### config.mk
export PLATFORM = sky130hd
export DESIGN_NAME = pressurization_sequencer_flat
export DESIGN_NICKNAME = d
export VERILOG_FILES = /design/src/hw/rtl/psq_pkg.sv /design/src/hw/rtl/psq_in_if.sv /design/src/hw/rtl/psq_out_if.sv /design/src/hw/rtl/psq_step.sv /design/src/hw/rtl/pressurization_sequencer.sv /design/src/flat_wrapper.sv
export SDC_FILE = /design/constraint.sdc
export NUM_CORES = 1
export LEC_CHECK = 0
export ABC_AREA = 0
export BUFFER_PORTS_ARGS = -buffer_cell sky130_fd_sc_hd__buf_4
export CORE_MARGIN = 1
export CORE_UTILIZATION = 55
export DETAILED_ROUTE_END_ITERATION = 12
export PLACE_DENSITY = 0.79
export SYNTH_ARGS = -nofsm -noshare
export SYNTH_HDL_FRONTEND = slang
export SYNTH_SLANG_ARGS = --single-unit
### constraint.sdc
create_clock -name clk -period 6.74 [get_ports clk]
set_input_delay 0.674 -clock clk [delete_from_list [all_inputs] [get_ports clk]]
set_output_delay 0.674 -clock clk [all_outputs]
set_load 0.01 [all_outputs]
### src/hw/rtl/psq_pkg.sv
// ----------------------------------------------------------------------------
// psq_pkg
// Shared types and codes for the pressurization sequencer.
// ----------------------------------------------------------------------------
`default_nettype none

package psq_pkg;

    localparam int unsigned PRESS_W  = 16;
    localparam int unsigned LIMIT_W  = 15;
    localparam int unsigned DWELL_W  = 16;
    localparam int unsigned TIME_W   = 32;
    localparam int unsigned APB_AW   = 5;
    localparam int unsigned APB_DW   = 32;

    // Reset values of the configuration registers
    localparam logic [LIMIT_W-1:0] ARM_MAX_RST   = 15'd100;
    localparam logic [LIMIT_W-1:0] SP_MIN_RST    = 15'd500;
    localparam logic [LIMIT_W-1:0] SP_MAX_RST    = 15'd1500;
    localparam logic [LIMIT_W-1:0] HOLD_BAND_RST = 15'd50;
    localparam logic [LIMIT_W-1:0] EMPTY_RST     = 15'd50;
    localparam logic [DWELL_W-1:0] DWELL_RST     = 16'd2000;

    typedef enum logic [2:0] {
        REG_ARM_MAX   = 3'd0,
        REG_SP_MIN    = 3'd1,
        REG_SP_MAX    = 3'd2,
        REG_HOLD_BAND = 3'd3,
        REG_EMPTY     = 3'd4,
        REG_DWELL     = 3'd5
    } reg_idx_t;

    typedef enum logic {
        OP_COMMAND = 1'b0,
        OP_TICK    = 1'b1
    } op_t;

    typedef enum logic [2:0] {
        CMD_ARM    = 3'd0,
        CMD_DISARM = 3'd1,
        CMD_SET    = 3'd2,
        CMD_PRESS  = 3'd3,
        CMD_VENT   = 3'd4,
        CMD_CLEAR  = 3'd5,
        CMD_ABORT  = 3'd6
    } cmd_t;

    typedef enum logic [2:0] {
        MODE_IDLE  = 3'd0,
        MODE_ARMED = 3'd1,
        MODE_PRESS = 3'd2,
        MODE_HOLD  = 3'd3,
        MODE_VENT  = 3'd4,
        MODE_SAFE  = 3'd5,
        MODE_ABORT = 3'd6
    } mode_t;

    typedef enum logic [2:0] {
        ST_OK    = 3'd0,
        ST_WRONG = 3'd1,
        ST_FAULT = 3'd2,
        ST_RANGE = 3'd3,
        ST_TICK  = 3'd4
    } status_t;

    typedef struct packed {
        logic                       op;
        logic [2:0]                 command;
        logic signed [PRESS_W-1:0]  setpoint_arg;
        logic signed [PRESS_W-1:0]  pressure;
        logic                       loop_fault;
        logic                       overpressure;
        logic                       stale;
        logic [TIME_W-1:0]          now_ms;
    } in_word_t;

    typedef struct packed {
        logic [2:0] status;
        logic [2:0] state_now;
        logic       fault_flag;
        logic       setpoint_valid;
    } out_word_t;

    typedef struct packed {
        logic [LIMIT_W-1:0] arm_max_pressure;
        logic [LIMIT_W-1:0] setpoint_min;
        logic [LIMIT_W-1:0] setpoint_max;
        logic [LIMIT_W-1:0] hold_band;
        logic [LIMIT_W-1:0] empty_pressure;
        logic [DWELL_W-1:0] dwell_time;
    } cfg_t;

    typedef struct packed {
        mode_t                      mode;
        logic                       fault_latch;
        logic signed [PRESS_W-1:0]  target_pressure;
        logic                       target_valid;
        logic                       dwell_running;
        logic [TIME_W-1:0]          dwell_start;
    } seq_state_t;

endpackage

`default_nettype wire

### src/hw/rtl/psq_in_if.sv
// ----------------------------------------------------------------------------
// psq_in_if
// Valid/ready channel carrying one command or tick word.
// ----------------------------------------------------------------------------
`default_nettype none

interface psq_in_if;
    logic               valid;
    logic               ready;
    psq_pkg::in_word_t  data;

    modport source (output valid, output data, input ready);
    modport sink   (input valid, input data, output ready);
endinterface

`default_nettype wire

### src/hw/rtl/psq_out_if.sv
// ----------------------------------------------------------------------------
// psq_out_if
// Valid/ready channel carrying one status word.
// ----------------------------------------------------------------------------
`default_nettype none

interface psq_out_if;
    logic               valid;
    logic               ready;
    psq_pkg::out_word_t data;

    modport source (output valid, output data, input ready);
    modport sink   (input valid, input data, output ready);
endinterface

`default_nettype wire

### src/hw/rtl/psq_step.sv
// ----------------------------------------------------------------------------
// psq_step
// Next-state and status logic for one word: command checks, redline, dwell.
// ----------------------------------------------------------------------------
`default_nettype none

module psq_step (
    input  wire psq_pkg::in_word_t   word,
    input  wire psq_pkg::seq_state_t cur,
    input  wire psq_pkg::cfg_t       cfg,
    output psq_pkg::seq_state_t      nxt,
    output psq_pkg::out_word_t       result
);

    logic signed [17:0] p18;
    logic signed [17:0] tgt18;
    logic signed [17:0] band_lo;
    logic signed [17:0] band_hi;
    logic signed [16:0] p17;
    logic signed [16:0] arg17;
    logic               below_arm;
    logic               in_band;
    logic               empty;
    logic               sp_ok;
    logic               redline;
    logic [31:0]        elapsed;
    logic               expired;
    logic               dw_cond;
    logic               dw_clear_miss;
    psq_pkg::mode_t     dw_next;
    psq_pkg::status_t   status;

    // Signed compares against unsigned 15-bit limits, widened to stay exact
    assign p17       = {word.pressure[15], word.pressure};
    assign arg17     = {word.setpoint_arg[15], word.setpoint_arg};
    assign p18       = {{2{word.pressure[15]}}, word.pressure};
    assign tgt18     = {{2{cur.target_pressure[15]}}, cur.target_pressure};
    assign band_lo   = tgt18 - $signed({3'b000, cfg.hold_band});
    assign band_hi   = tgt18 + $signed({3'b000, cfg.hold_band});
    assign below_arm = p17 < $signed({2'b00, cfg.arm_max_pressure});
    assign empty     = p17 <= $signed({2'b00, cfg.empty_pressure});
    assign in_band   = (p18 >= band_lo) && (p18 <= band_hi);
    assign sp_ok     = (arg17 >= $signed({2'b00, cfg.setpoint_min}))
                    && (arg17 <= $signed({2'b00, cfg.setpoint_max}));
    assign redline   = word.overpressure || word.loop_fault;

    // Wrapping elapsed time
    assign elapsed   = word.now_ms - cur.dwell_start;
    assign expired   = elapsed >= {16'd0, cfg.dwell_time};

    // Dwell condition per mode
    always_comb
    begin
        dw_cond       = 1'b0;
        dw_clear_miss = 1'b0;
        dw_next       = psq_pkg::MODE_SAFE;
        case (cur.mode)
            psq_pkg::MODE_PRESS:
            begin
                dw_cond       = in_band;
                dw_clear_miss = 1'b1;
                dw_next       = psq_pkg::MODE_HOLD;
            end
            psq_pkg::MODE_VENT:
            begin
                dw_cond       = empty;
                dw_clear_miss = 1'b0;
            end
            psq_pkg::MODE_ABORT:
            begin
                dw_cond       = !word.stale && empty;
                dw_clear_miss = 1'b1;
            end
            default:
            begin
                dw_cond       = 1'b0;
                dw_clear_miss = 1'b0;
            end
        endcase
    end

    always_comb
    begin
        nxt    = cur;
        status = psq_pkg::ST_WRONG;
        if (word.op == psq_pkg::OP_COMMAND)
        begin
            unique case (word.command)
                psq_pkg::CMD_ARM:
                begin
                    if (cur.mode != psq_pkg::MODE_IDLE)
                        status = psq_pkg::ST_WRONG;
                    else if (cur.fault_latch)
                        status = psq_pkg::ST_FAULT;
                    else if (!below_arm || word.loop_fault)
                        status = psq_pkg::ST_RANGE;
                    else
                    begin
                        nxt.mode          = psq_pkg::MODE_ARMED;
                        nxt.dwell_running = 1'b0;
                        status            = psq_pkg::ST_OK;
                    end
                end
                psq_pkg::CMD_DISARM:
                begin
                    if (cur.mode != psq_pkg::MODE_ARMED)
                        status = psq_pkg::ST_WRONG;
                    else
                    begin
                        nxt.mode          = psq_pkg::MODE_IDLE;
                        nxt.dwell_running = 1'b0;
                        status            = psq_pkg::ST_OK;
                    end
                end
                psq_pkg::CMD_SET:
                begin
                    if (!(cur.mode inside {psq_pkg::MODE_IDLE, psq_pkg::MODE_ARMED,
                                           psq_pkg::MODE_PRESS, psq_pkg::MODE_HOLD}))
                        status = psq_pkg::ST_WRONG;
                    else if (!sp_ok)
                        status = psq_pkg::ST_RANGE;
                    else
                    begin
                        nxt.target_pressure = word.setpoint_arg;
                        nxt.target_valid    = 1'b1;
                        status              = psq_pkg::ST_OK;
                    end
                end
                psq_pkg::CMD_PRESS:
                begin
                    if (cur.mode != psq_pkg::MODE_ARMED)
                        status = psq_pkg::ST_WRONG;
                    else if (cur.fault_latch)
                        status = psq_pkg::ST_FAULT;
                    else if (!below_arm || !cur.target_valid)
                        status = psq_pkg::ST_RANGE;
                    else
                    begin
                        nxt.mode          = psq_pkg::MODE_PRESS;
                        nxt.dwell_running = 1'b0;
                        status            = psq_pkg::ST_OK;
                    end
                end
                psq_pkg::CMD_VENT:
                begin
                    if (cur.mode != psq_pkg::MODE_PRESS && cur.mode != psq_pkg::MODE_HOLD)
                        status = psq_pkg::ST_WRONG;
                    else
                    begin
                        nxt.mode          = psq_pkg::MODE_VENT;
                        nxt.dwell_running = 1'b0;
                        status            = psq_pkg::ST_OK;
                    end
                end
                psq_pkg::CMD_CLEAR:
                begin
                    if (cur.mode != psq_pkg::MODE_SAFE)
                        status = psq_pkg::ST_WRONG;
                    else if (!below_arm)
                        status = psq_pkg::ST_RANGE;
                    else
                    begin
                        nxt.fault_latch     = 1'b0;
                        nxt.target_valid    = 1'b0;
                        nxt.target_pressure = '0;
                        nxt.mode            = psq_pkg::MODE_IDLE;
                        nxt.dwell_running   = 1'b0;
                        status              = psq_pkg::ST_OK;
                    end
                end
                psq_pkg::CMD_ABORT:
                begin
                    nxt.fault_latch   = 1'b1;
                    nxt.mode          = psq_pkg::MODE_ABORT;
                    nxt.dwell_running = 1'b0;
                    status            = psq_pkg::ST_OK;
                end
                default:
                begin
                    // unused command code: no effect
                    status = psq_pkg::ST_WRONG;
                end
            endcase
        end
        else
        begin
            status = psq_pkg::ST_TICK;
            if (redline && cur.mode != psq_pkg::MODE_ABORT)
            begin
                nxt.fault_latch   = 1'b1;
                nxt.mode          = psq_pkg::MODE_ABORT;
                nxt.dwell_running = 1'b0;
            end
            else if (dw_cond)
            begin
                if (!cur.dwell_running)
                begin
                    nxt.dwell_running = 1'b1;
                    nxt.dwell_start   = word.now_ms;
                end
                else if (expired)
                begin
                    nxt.mode          = dw_next;
                    nxt.dwell_running = 1'b0;
                end
            end
            else if (dw_clear_miss)
            begin
                nxt.dwell_running = 1'b0;
            end
        end
    end

    assign result.status         = status;
    assign result.state_now      = nxt.mode;
    assign result.fault_flag     = nxt.fault_latch;
    assign result.setpoint_valid = nxt.target_valid;

endmodule

`default_nettype wire

### src/hw/rtl/pressurization_sequencer.sv
// ----------------------------------------------------------------------------
// pressurization_sequencer
// Path: input register, then step logic into the result register.
// Throughput: one word per cycle unless the status side stalls; the step is a
//   single pass of compare logic off the input register, with mode/latch/dwell
//   state updated in the same edge.
// Reset: rst_n async low; mode idle, latch and setpoint cleared, dwell stopped,
//   config registers to defaults, both channels empty.
// ----------------------------------------------------------------------------
`default_nettype none

module pressurization_sequencer (
    input  wire                               clk,
    input  wire                               rst_n,
    psq_in_if.sink                            in_ch,
    psq_out_if.source                         out_ch,
    input  wire                               psel,
    input  wire                               penable,
    input  wire                               pwrite,
    input  wire [psq_pkg::APB_AW-1:0]         paddr,
    input  wire [psq_pkg::APB_DW-1:0]         pwdata,
    output logic [psq_pkg::APB_DW-1:0]        prdata,
    output logic                              pready
);

    // ---- configuration registers ------------------------------------------
    psq_pkg::cfg_t       cfg_reg;
    psq_pkg::cfg_t       cfg_next;
    psq_pkg::reg_idx_t   cfg_idx;
    logic                cfg_wr;

    // ---- pipeline and sequencer state -------------------------------------
    logic                in_valid_reg;
    logic                in_valid_next;
    psq_pkg::in_word_t   in_data_reg;
    psq_pkg::in_word_t   in_data_next;
    logic                out_valid_reg;
    logic                out_valid_next;
    psq_pkg::out_word_t  out_data_reg;
    psq_pkg::out_word_t  out_data_next;
    psq_pkg::seq_state_t state_reg;
    psq_pkg::seq_state_t state_next;
    psq_pkg::seq_state_t step_state;
    psq_pkg::out_word_t  step_result;
    logic                step_fire;
    logic                in_take;

    // APB: zero wait states; registers on word addresses
    assign pready  = 1'b1;
    assign cfg_idx = psq_pkg::reg_idx_t'(paddr[4:2]);
    assign cfg_wr  = psel && penable && pwrite;

    always_comb
    begin
        cfg_next = cfg_reg;
        if (cfg_wr)
        begin
            unique case (cfg_idx)
                psq_pkg::REG_ARM_MAX:   cfg_next.arm_max_pressure = pwdata[14:0];
                psq_pkg::REG_SP_MIN:    cfg_next.setpoint_min     = pwdata[14:0];
                psq_pkg::REG_SP_MAX:    cfg_next.setpoint_max     = pwdata[14:0];
                psq_pkg::REG_HOLD_BAND: cfg_next.hold_band        = pwdata[14:0];
                psq_pkg::REG_EMPTY:     cfg_next.empty_pressure   = pwdata[14:0];
                psq_pkg::REG_DWELL:     cfg_next.dwell_time       = pwdata[15:0];
                default:                cfg_next                  = cfg_reg;
            endcase
        end
    end

    always_comb
    begin
        unique case (cfg_idx)
            psq_pkg::REG_ARM_MAX:   prdata = {17'd0, cfg_reg.arm_max_pressure};
            psq_pkg::REG_SP_MIN:    prdata = {17'd0, cfg_reg.setpoint_min};
            psq_pkg::REG_SP_MAX:    prdata = {17'd0, cfg_reg.setpoint_max};
            psq_pkg::REG_HOLD_BAND: prdata = {17'd0, cfg_reg.hold_band};
            psq_pkg::REG_EMPTY:     prdata = {17'd0, cfg_reg.empty_pressure};
            psq_pkg::REG_DWELL:     prdata = {16'd0, cfg_reg.dwell_time};
            default:                prdata = '0;
        endcase
    end

    // ---- handshake ---------------------------------------------------------
    // The step fires when a word sits in the input register and the result
    // register is free or being drained this cycle. The input register
    // refills in the same cycle it is consumed.
    assign step_fire    = in_valid_reg && (!out_valid_reg || out_ch.ready);
    assign in_ch.ready  = !in_valid_reg || step_fire;
    assign in_take      = in_ch.valid && in_ch.ready;

    assign out_ch.valid = out_valid_reg;
    assign out_ch.data  = out_data_reg;

    psq_step u_step (
        .word   (in_data_reg),
        .cur    (state_reg),
        .cfg    (cfg_reg),
        .nxt    (step_state),
        .result (step_result)
    );

    always_comb
    begin
        in_valid_next  = in_valid_reg;
        in_data_next   = in_data_reg;
        out_valid_next = out_valid_reg;
        out_data_next  = out_data_reg;
        state_next     = state_reg;

        if (out_valid_reg && out_ch.ready)
            out_valid_next = 1'b0;
        if (step_fire)
        begin
            in_valid_next  = 1'b0;
            out_valid_next = 1'b1;
            out_data_next  = step_result;
            state_next     = step_state;
        end
        if (in_take)
        begin
            in_valid_next = 1'b1;
            in_data_next  = in_ch.data;
        end
    end

    // Control state and configuration
    always_ff @(posedge clk or negedge rst_n)
    begin
        if (!rst_n)
        begin
            cfg_reg.arm_max_pressure <= psq_pkg::ARM_MAX_RST;
            cfg_reg.setpoint_min     <= psq_pkg::SP_MIN_RST;
            cfg_reg.setpoint_max     <= psq_pkg::SP_MAX_RST;
            cfg_reg.hold_band        <= psq_pkg::HOLD_BAND_RST;
            cfg_reg.empty_pressure   <= psq_pkg::EMPTY_RST;
            cfg_reg.dwell_time       <= psq_pkg::DWELL_RST;
            in_valid_reg             <= 1'b0;
            out_valid_reg            <= 1'b0;
            state_reg.mode           <= psq_pkg::MODE_IDLE;
            state_reg.fault_latch    <= 1'b0;
            state_reg.target_pressure <= '0;
            state_reg.target_valid   <= 1'b0;
            state_reg.dwell_running  <= 1'b0;
            state_reg.dwell_start    <= '0;
        end
        else
        begin
            cfg_reg       <= cfg_next;
            in_valid_reg  <= in_valid_next;
            out_valid_reg <= out_valid_next;
            state_reg     <= state_next;
        end
    end

    // Payload registers
    always_ff @(posedge clk)
    begin
        in_data_reg  <= in_data_next;
        out_data_reg <= out_data_next;
    end

endmodule

`default_nettype wire

### src/flat_wrapper.sv
// flat-port wrapper written by rule: the top's interface ports become plain ports
module pressurization_sequencer_flat 
  (clk, rst_n, psel, penable, pwrite, paddr, pwdata, prdata, pready, in_ch_valid, in_ch_data, in_ch_ready, out_ch_valid, out_ch_data, out_ch_ready);
  psq_in_if in_ch_i ();
  psq_out_if out_ch_i ();
  input  wire clk;
  input  wire rst_n;
  input  wire psel;
  input  wire penable;
  input  wire pwrite;
  input  wire [psq_pkg::APB_AW-1:0] paddr;
  input  wire [psq_pkg::APB_DW-1:0] pwdata;
  output logic [psq_pkg::APB_DW-1:0] prdata;
  output logic pready;
  input wire logic [$bits(in_ch_i.valid)-1:0] in_ch_valid;
  input wire logic [$bits(in_ch_i.data)-1:0] in_ch_data;
  output wire logic [$bits(in_ch_i.ready)-1:0] in_ch_ready;
  output wire logic [$bits(out_ch_i.valid)-1:0] out_ch_valid;
  output wire logic [$bits(out_ch_i.data)-1:0] out_ch_data;
  input wire logic [$bits(out_ch_i.ready)-1:0] out_ch_ready;
  assign in_ch_i.valid = in_ch_valid;
  assign in_ch_i.data = in_ch_data;
  assign in_ch_ready = in_ch_i.ready;
  assign out_ch_valid = out_ch_i.valid;
  assign out_ch_data = out_ch_i.data;
  assign out_ch_i.ready = out_ch_ready;
  pressurization_sequencer u_core (.clk(clk), .rst_n(rst_n), .in_ch(in_ch_i), .out_ch(out_ch_i), .psel(psel), .penable(penable), .pwrite(pwrite), .paddr(paddr), .pwdata(pwdata), .prdata(prdata), .pready(pready));
endmodule
# After elaboration in Yosys (flattened, before gate mapping)
# Index checks and enable logic that the tools add are counted.
dict set report totals {
  ff_bits 226
  in_bits 115
}
dict set report classes {
  add_sub_neg 3
  order_cmp 7
  eq_ne 36
  n_mux 58
  n_bitwise 3
  reduce_logical 39
}
# op n
set op_table {}
lappend op_table {{$pmux W16 S6} 1}
lappend op_table {{$mux W3} 17}
lappend op_table {{$mux W22} 2}
lappend op_table {{$ne A3 B2 Y1 const B} 12}
lappend op_table {{$mux W17} 2}
lappend op_table {{$pmux W17 S2} 1}
lappend op_table {{$ge A32 B16 Y1} 1}
lappend op_table {{$le A16 B16 Y1} 2}
lappend op_table {{$sub A32 B32 Y32} 1}
lappend op_table {{$mux W1} 23}
lappend op_table {{$eq A3 B3 Y1 const B} 7}
lappend op_table {{$pmux W3 S7} 1}
lappend op_table {{$eq A3 B2 Y1 const B} 6}
lappend op_table {{$pmux W3 S6} 1}
lappend op_table {{$add A16 B16 Y17} 1}
lappend op_table {{$ge A16 B17 Y1} 1}
lappend op_table {{$le A16 B17 Y1} 1}
lappend op_table {{$sub A16 B16 Y17} 1}
lappend op_table {{$ge A16 B16 Y1} 1}
lappend op_table {{$lt A16 B16 Y1} 1}
lappend op_table {{$reduce_and A13 Y1} 1}
lappend op_table {{$mux W2} 6}
lappend op_table {{$reduce_and A2 Y1} 6}
lappend op_table {{$logic_and A1 B1 Y1} 10}
lappend op_table {{20 further kinds} 40}

# Longest topological paths before layout
# Gate-level depths: netlist of the first run.
dict set report depth {
  word_depth 8
  ltp_mapped 25
  ltp_nobuf 24
}

# Hierarchy
# Synthesis of the first run repeated with hierarchy kept, for this count alone.
dict set report unflattened {
  hier_cells 1533
  hier_area_um2 16076.7
}
# mod instances cells_each area_per_inst_um2 seq_area_each_um2
set by_module_without_submodules {}
lappend by_module_without_submodules {pressurization_sequencer 1 527 8928.6 6085.8}
lappend by_module_without_submodules {psq_step 1 1006 7148.1 0.0}

# Worst setup path after synthesis of the first run
# Ideal clock, no wire load.
dict set report synth_timing {
  path_type {flip-flop to flip-flop}
  start {register u_core.cfg_reg[32] (netlist bit)}
  end {register u_core.state_reg[10] (netlist bit)}
  t_arrival_ns 4.821
  slack_ns 1.794
  path_stages_with_launch 25
  path_buffers 1
  synth_period_minus_slack_ns 4.946
  cell_sequence {dfstp_2 -> inv_1 -> ha_1 -> nor2b_1 -> o21ai_0 -> a21boi_0 -> o21ai_0 -> a22oi_1 -> a41o_1 -> o41a_1 -> a211oi_1 -> o21bai_1 -> xor2_1 -> ha_1 -> a21boi_0 -> o22ai_1 -> a211oi_1 -> o21ai_0 -> a311oi_1 -> a211oi_1 -> nor2_1 -> nor2_1 -> nand2_1 -> buf_1 -> mux2_2}
}
dict set report synth_via {
  elab_chain_len 5
  elab_cells_between_ends 7
  cone_classes {add/sub (2); order compare (2); mux (1); reduce/logical (2)}
}
# item line_no
set synth_rtl {}
lappend synth_rtl {{start: declaration} pressurization_sequencer.sv:27} ;# psq_pkg::cfg_t cfg_reg;
lappend synth_rtl {{start signal: assignment} pressurization_sequencer.sv:148} ;# cfg_reg <= cfg_next;
lappend synth_rtl {{$sub A16 B16 Y17 / $add A16 B16 Y17 (equally long branches)} {psq_step.sv:38, psq_step.sv:39}}
lappend synth_rtl {{$ge A16 B17 Y1 / $le A16 B17 Y1 (equally long branches)} psq_step.sv:42} ;# assign in_band = (p18 >= band_lo) && (p18 <= band_hi);
lappend synth_rtl {{$logic_and A1 B1 Y1 (*)} psq_step.sv:42}
lappend synth_rtl {{$pmux W1 S3 (*)} psq_step.sv:57} ;# case (cur.mode)
lappend synth_rtl {{$reduce_and A5 Y1 (no line) (*)} n/a}
lappend synth_rtl {{end signal: assignment} pressurization_sequencer.sv:151} ;# state_reg <= state_next;
lappend synth_rtl {{end: declaration} pressurization_sequencer.sv:41} ;# psq_pkg::seq_state_t state_reg;
# Every way passes the cells marked *; elsewhere a longest branch is shown, timed or not.
# A chain may end at the register's enable or synchronous reset.

# Worst setup path in the final report of the first run
dict set report layout_timing {
  start {register u_core.cfg_reg[32] (netlist bit)}
  end {register u_core.state_reg[6] (netlist bit)}
}
# Same word-level chain as after synthesis.

==> flow_summary.toml, run 1 <==
[status]
status = "finished, final reports clean"

[run]
drv_cap = 0

[yosys]
yosys_warnings = 0
async_flop_share_pct = 65.0
synth_cells = 1588
syn_avg_cell_area_um2 = 9.68
synth_seq_cells = 226
synth_cell_type_count = 83
synth_flop_cell = "dfrtp_1"
synth_edf_count = 79
ys_seq_area_share_pct = 39.6
syn-cell-area_mm2 = 0.0154

[detailed_routing]
routed_wl_mm = 38.7
ant_nets = 0
dr.pass1.iters = 6
route.detailed.drc = 0
wl_per_cell_um = 18.7
drt-initial-drc-count = 831
vias_per_cell = 5.92
num_vias = 12269

[floorplanning]
start_util_pct = 56.6
coreArea_mm2 = 0.0272
die_x_um = 169
fp.dieArea_mm2 = 0.0286
die_h_um = 169
ios = 158
placement_rows = 60

[critical_path]
critPathLaunchType = "flip-flop"
critical_path.max_stage_delay_ns = 0.60
cp_top_family = "compound AO/OA/AOI/OAI gates"
worstSetupPathType = "reg2reg"
crit_arrival_ns = 6.36
worst-path-buf-inv = 2
crit_chain = "inv_1 -> ha_1 -> nor2b_1 -> o21ai_0 -> a21boi_0 -> o21ai_0 -> a22oi_1 -> a41o_1 -> o41a_1 -> a211oi_1 -> o21bai_1 -> xor2_1 -> ha_1 -> a21boi_0 -> o22ai_1 -> a211oi_1 -> o21ai_0 -> a311oi_1 -> a211oi_1 -> nor2_1 -> nor2_1 -> nand2_1 -> buf_4 -> mux2_2"
worstPathRequired_ns = 7.17
cp_slowest_cell = "dfstp_2"
cp-end-kind = "flip-flop"
crit_fanout = 32

[worst_hold_path]
hold_class = "in2async"

[grt]
grt_pass1_wl_mm = 60.9
grt_max_degree = 85
grt_pass1_vias = 11659
grt_use_total_pct = 27.0
overflow = 0
antenna_found_initial = 0

[final_layout]
largest_register_ffs = 91
final_nets = 1972
layout.cells.non_filler = 2074
final_core_util_pct = 64.1
syn2layout_area_growth_pct = 13.3
fillers = 2191
post_route_cells_drive_above_1_share_pct = 17.0
antennaDiodeCount = 0
fin_area_mm2 = 0.0174

[power_and_ir_drop]
vdd_ir_drop_max_mv = 0.293
leakage_nw = 7.83
p_int_mw = 3.86
sw_frac_of_total_pct = 38.0
seq_power_share_pct = 31.7
combPwrFrac_pct = 44.9
p_clk_share_pct = 23.4
powerDensity_mw_per_mm2 = 357
switchingPower_mw = 2.36

[clock_tree]
clk_pin_slew_ns = 0.06
cts_tree = "yes"
numCtsBuffers = 26
holdBufCountCts = 0
ctsRootBufferMaster = "clkbuf_16"
cts.htree.levels = 1
clkLatencyLatePin_ns = 0.55
postCtsResizedCells = 0
clock_sinks = 226
cts_setup_buffers = 0
clockBufferDepth = 3

[timing]
timing.fmax_mhz = 169
finalSetupViolCount = 0
tightest_slew_ns = 1.09
setup-tns-final_ns = 0
whs_ns = 0.167
slew_headroom_pct = 27.0
drv_slew = 0
hold_viol_final = 0
rsz0062_at_grt = "no"
finalCritPeriodShare_pct = 88.0
skew_ns = 0.0251
finalCriticalPeriod_ns = 5.93

[placement]
place_congestion = 0.906
post-place-cells = 2028
hpwl_mm = 29.8
postPlaceCellArea_mm2 = 0.0165
port_buffers = 122
## logic make-up (layout without fill, tap and decap cells)
| kind of cell | after synthesis | count (layout) | synth area share (%) |
|---|---|---|---|
| compound gates | 410 | 410 | 17.2 |
| simple gates | 410 | 410 | 13.1 |
| flops | 226 | 226 | 39.6 |
| buf+inv | 221 | 320 | 5.83 |
| fa+ha+maj | 173 | 173 | 14.2 |
| mux | 101 | 101 | 7.39 |
| xor+xnor | 45 | 45 | 2.56 |
| other cells | 2 | 17 | 0.0488 |
## cell usage after synthesis, types with 10 or more instances
master | count | area, um2
dfstp_2 | 28 | 736
o21a_1 | 21 | 158
dfrtp_1 | 119 | 2980
o221ai_1 | 11 | 96.3
and2_1 | 10 | 62.6
or3_1 | 11 | 68.8
mux2i_1 | 28 | 280
mux2_2 | 70 | 788
a31oi_1 | 10 | 62.6
nand3_1 | 28 | 140
o21bai_1 | 10 | 75.1
buf_4 | 17 | 128
o21ai_0 | 115 | 576
o211ai_1 | 11 | 82.6
o22ai_1 | 12 | 75.1
inv_1 | 146 | 548
nor2b_1 | 24 | 150
xor2_1 | 15 | 131
nand4_1 | 26 | 163
nor2_1 | 83 | 312
xnor2_1 | 30 | 263
nand2b_1 | 16 | 100
a22o_1 | 15 | 131
nor3_1 | 20 | 100
nand2_1 | 135 | 507
a21o_1 | 29 | 218
ha_1 | 170 | 2130
a211oi_1 | 12 | 90.1
a21oi_1 | 94 | 470
clkbuf_1 | 49 | 184
nor4_1 | 12 | 75.1
edfxtp_1 | 79 | 2370
## worst paths after layout
check,start,endpoint,slack [ns],cells after the start
worst max-delay path,u_core.cfg_reg[32],u_core.state_reg[6],0.81,24
worst min-delay path,rst_n,u_core.state_reg[24],0.17,1
worst max register to register,u_core.cfg_reg[32],u_core.state_reg[6],0.81,24
worst min register to register,u_core.state_reg[24],u_core.state_reg[24],0.50,1
max in group asynchronous,rst_n,u_core.cfg_reg[1],5.27,2
min in group clk,in_ch_data[56],u_core.in_data_reg[56],0.30,1
## power by group through the flow
stage	Sequential [mW]	Clock, mW	Combinational [mW]
6_report	1.97	1.46	2.79
5_1_grt	2.01	1.55	3.12
4_1_cts	1.97	1.49	2.78
3_5_place_dp	1.99	0	2.75
3_3_place_gp	1.97	0	2.68
2_1_floorplan	1.89	0	2.12
## final cells by class
type	instances	area (um2)	share of cell area, %
Multi-Input combinational cell	1156	8470	48.6
Sequential cell	226	6090	34.9
Timing Repair Buffer	128	965	5.54
Clock buffer	32	704	4.04
Inverter	146	548	3.15
Tap cell	372	465	2.67
Clock inverter	14	188	1.08
## per-stage QoR
step                      setup WS (ns)  power (mW)
after floorplan                    1.79        4.01
after CTS                         0.841        6.24
after detailed placement          0.859        4.74
final                             0.808        6.22
after global placement            0.942        4.65
after global routing              0.386        6.68
## placed cells by master (no fill, tap or decap), types with 11 or more instances in the layout
| cell | Yosys | routed |
|---|---|---|
| ha_1 | 170 | 170 |
| inv_1 | 146 | 146 |
| nand2_1 | 135 | 135 |
| buf_4 | 17 | 127 |
| dfrtp_1 | 119 | 119 |
| o21ai_0 | 115 | 115 |
| a21oi_1 | 94 | 94 |
| nor2_1 | 83 | 82 |
| edfxtp_1 | 79 | 79 |
| mux2_2 | 70 | 70 |
| xnor2_1 | 30 | 30 |
| a21o_1 | 29 | 29 |
| mux2i_1 | 28 | 28 |
| nand3_1 | 28 | 28 |
| dfstp_2 | 28 | 28 |
| clkbuf_16 | 0 | 27 |
| nand4_1 | 26 | 26 |
| nor2b_1 | 24 | 24 |
| o21a_1 | 21 | 21 |
| nor3_1 | 20 | 18 |
| conb_1 | 2 | 17 |
| nand2b_1 | 16 | 16 |
| xor2_1 | 15 | 15 |
| a22o_1 | 15 | 15 |
| o22ai_1 | 12 | 12 |
| a211oi_1 | 12 | 12 |
| nor4_1 | 12 | 12 |
| or3_1 | 11 | 11 |
| o221ai_1 | 11 | 11 |
| o211ai_1 | 11 | 11 |
## worst reg2reg max path: stages, from the launching register on
cell      delay (ns)
dfstp_2         0.60
inv_1           0.12
ha_1            0.30
nor2b_1         0.13
o21ai_0         0.22
a21boi_0        0.12
o21ai_0         0.24
a22oi_1         0.15
a41o_1          0.29
o41a_1          0.38
a211oi_1        0.23
o21bai_1        0.10
xor2_1          0.16
ha_1            0.37
a21boi_0        0.22
o22ai_1         0.09
a211oi_1        0.27
o21ai_0         0.20
a311oi_1        0.32
a211oi_1        0.19
nor2_1          0.19
nor2_1          0.06
nand2_1         0.08
buf_4           0.37
mux2_2          0.43
## per-layer routing
metal / routed length [um] / track usage, %
met5: 0 / 0
met4: 1400 / 9.75
met1: 17100 / 37.1
met2: 17500 / 43.4
met3: 2700 / 3.99
No activity file was read; power rests on OpenSTA's default activity.
==> inputs of run 2 (changes only) <==
- CORE_ASPECT_RATIO: not set -> 1.25
- PLACE_DENSITY: 0.79 -> 0.75
==> flow_summary.toml, run 2 (synthesis results as in run 1) <==
[final_layout]
mostFrequentLayoutCells = "170 x ha_1, 146 x inv_1, 135 x nand2_1"
post_route_cells_drive_above_1_share_pct = 16.9
layout.cells.non_filler = 2052
fillers = 2315
syn2layout_area_growth_pct = 12.8
largest_register_ffs = 91
final_nets = 1971
final_common_cell = "ha_1"
antennaDiodeCount = 0

[detailed_routing]
routed_wl_mm = 39.5
dr.pass1.iters = 7
wl_per_cell_um = 19.2
vias_per_cell = 5.95
ant_nets = 0
num_vias = 12205
drt-initial-drc-count = 820
route.detailed.drc = 0

[clock_tree]
clkLatencyLatePin_ns = 0.53
cts_tree = "yes"
holdBufCountCts = 0
postCtsResizedCells = 0
ctsRootBufferMaster = "clkbuf_16"
numCtsBuffers = 25
clk_pin_slew_ns = 0.06
clockBufferDepth = 3
cts.htree.levels = 1
cts_setup_buffers = 0
clock_sinks = 226

[power_and_ir_drop]
vdd_ir_drop_max_mv = 0.271
powerDensity_mw_per_mm2 = 356
leakage_nw = 7.80
finalPower_mw = 6.17

[floorplanning]
placement_rows = 68
coreArea_mm2 = 0.0276
die_x_um = 152
ios = 158
start_util_pct = 55.8
fp.dieArea_mm2 = 0.0286
die_h_um = 189

[critical_path]
worst-path-buf-inv = 2
crit_arrival_ns = 6.42
r2r_end = "u_core.state_reg[17]"
cp-end-kind = "flip-flop"
cp_top_family = "compound AO/OA/AOI/OAI gates"
cp_slowest_cell = "a211oi_1"
critPathLaunchType = "flip-flop"
worst-r2r-setup-slack_ns = 0.73
cp_common_cell = "a21oi_1"
critical_path.max_stage_delay_ns = 0.61
crit_fanout = 32
rr_worst_depth = 23
worstSetupPathType = "reg2reg"
worstPathRequired_ns = 7.14
crit_chain = "inv_1 -> fa_1 -> o21ba_2 -> o21bai_1 -> a21oi_1 -> o21bai_1 -> a21oi_1 -> o211ai_1 -> a2111oi_0 -> o41ai_1 -> a21oi_1 -> o21ai_0 -> ha_1 -> nand4_1 -> a21oi_1 -> a2111oi_0 -> a21oi_1 -> a211oi_1 -> nor2_1 -> nor2_1 -> nand2_1 -> buf_4 -> mux2_2"
r2r_start = "u_core.cfg_reg[32]"

[grt]
antenna_found_initial = 0
grt_max_degree = 79
overflow = 0
grt_pass1_wl_mm = 61.3
grt_use_total_pct = 27.5
grt_pass1_vias = 11698

[worst_hold_path]
hold_class = "in2async"

[placement]
post-place-cells = 2006
place_congestion = 0.945
hpwl_mm = 30.2
port_buffers = 122

[timing]
timing.fmax_mhz = 166
finalCriticalPeriod_ns = 6.01
rsz0062_at_grt = "no"
tightest_slew_ns = 1.11
finalSetupViolCount = 0
setup-tns-final_ns = 0
slew_headroom_pct = 25.9
drv_slew = 0
finalCritPeriodShare_pct = 89.2
hold_viol_final = 0
skew_ns = 0.0177

[status]
status = "finished, final reports clean"

[run]
drv_cap = 0
[run 2: cell types whose count changed in the layout (fill, tap and decap cells not counted)]
cell / before / now
clkinv_1: 1 / 2
clkinv_8: 1 / 0
clkbuf_16: 27 / 25
clkbuf_1: 4 / 6
[run 2: worst reg2reg max path: stages, from the launching register on]
cell and delay [ns]:
dfstp_2 0.60, inv_1 0.11, fa_1 0.45, o21ba_2 0.23
o21bai_1 0.19, a21oi_1 0.11, o21bai_1 0.20, a21oi_1 0.13
o211ai_1 0.25, a2111oi_0 0.21, o41ai_1 0.48, a21oi_1 0.18
o21ai_0 0.18, ha_1 0.27, nand4_1 0.14, a21oi_1 0.08
a2111oi_0 0.40, a21oi_1 0.14, a211oi_1 0.61, nor2_1 0.15
nor2_1 0.12, nand2_1 0.07, buf_4 0.25, mux2_2 0.36
[run 2: routing by layer]
metal	vias to the layer above	track usage, %	part of all wire, %
met4	0	10.2	3.7
met3	78	2.67	5.1
met5	-	0	0
li1	5914	-	-
met1	5859	35.5	41
met2	354	47.3	50
[run 2: final cells by class]
type / instances / area [um2] / area share [%]
clock buffers: 32 / 662 / 3.82
flip-flops and latches: 226 / 6090 / 35.1
well taps: 350 / 438 / 2.53
repair buffers: 128 / 965 / 5.56
multi-input cells: 1156 / 8470 / 48.8
clock inverters: 14 / 175 / 1.01
inverters: 146 / 548 / 3.16
[run 2: per-stage QoR]
step,hold slack [ns],instance area [um2],setup slack (ns),util [%]
after CTS,0.211,17300,0.766,62.9
final,0.184,17300,0.726,62.9
after global placement,0.477,16500,0.794,59.9
after floorplan,0.378,15400,1.79,-
after detailed placement,0.483,16500,0.768,59.9
after global routing,0.233,17300,0.335,62.9
[run 2: power breakdown]
group	switching [mW]	internal, mW
Combinational	1.59	1.22
Sequential	0.212	1.74
Clock	0.559	0.847
Total	2.36	3.81
[run 2: how the worst max path moves through the flow]
stage,startpoint,to,slack (ns),cells after the start
after global placement,u_core.cfg_reg[32],u_core.state_reg[1],0.79,24
final,u_core.cfg_reg[32],u_core.state_reg[17],0.73,23
after CTS,u_core.cfg_reg[32],u_core.state_reg[17],0.77,24
after global routing,u_core.cfg_reg[32],u_core.state_reg[17],0.33,23
after floorplan,u_core.cfg_reg[32],u_core.state_reg[10],1.79,24
after detailed placement,u_core.cfg_reg[32],u_core.state_reg[2],0.77,24
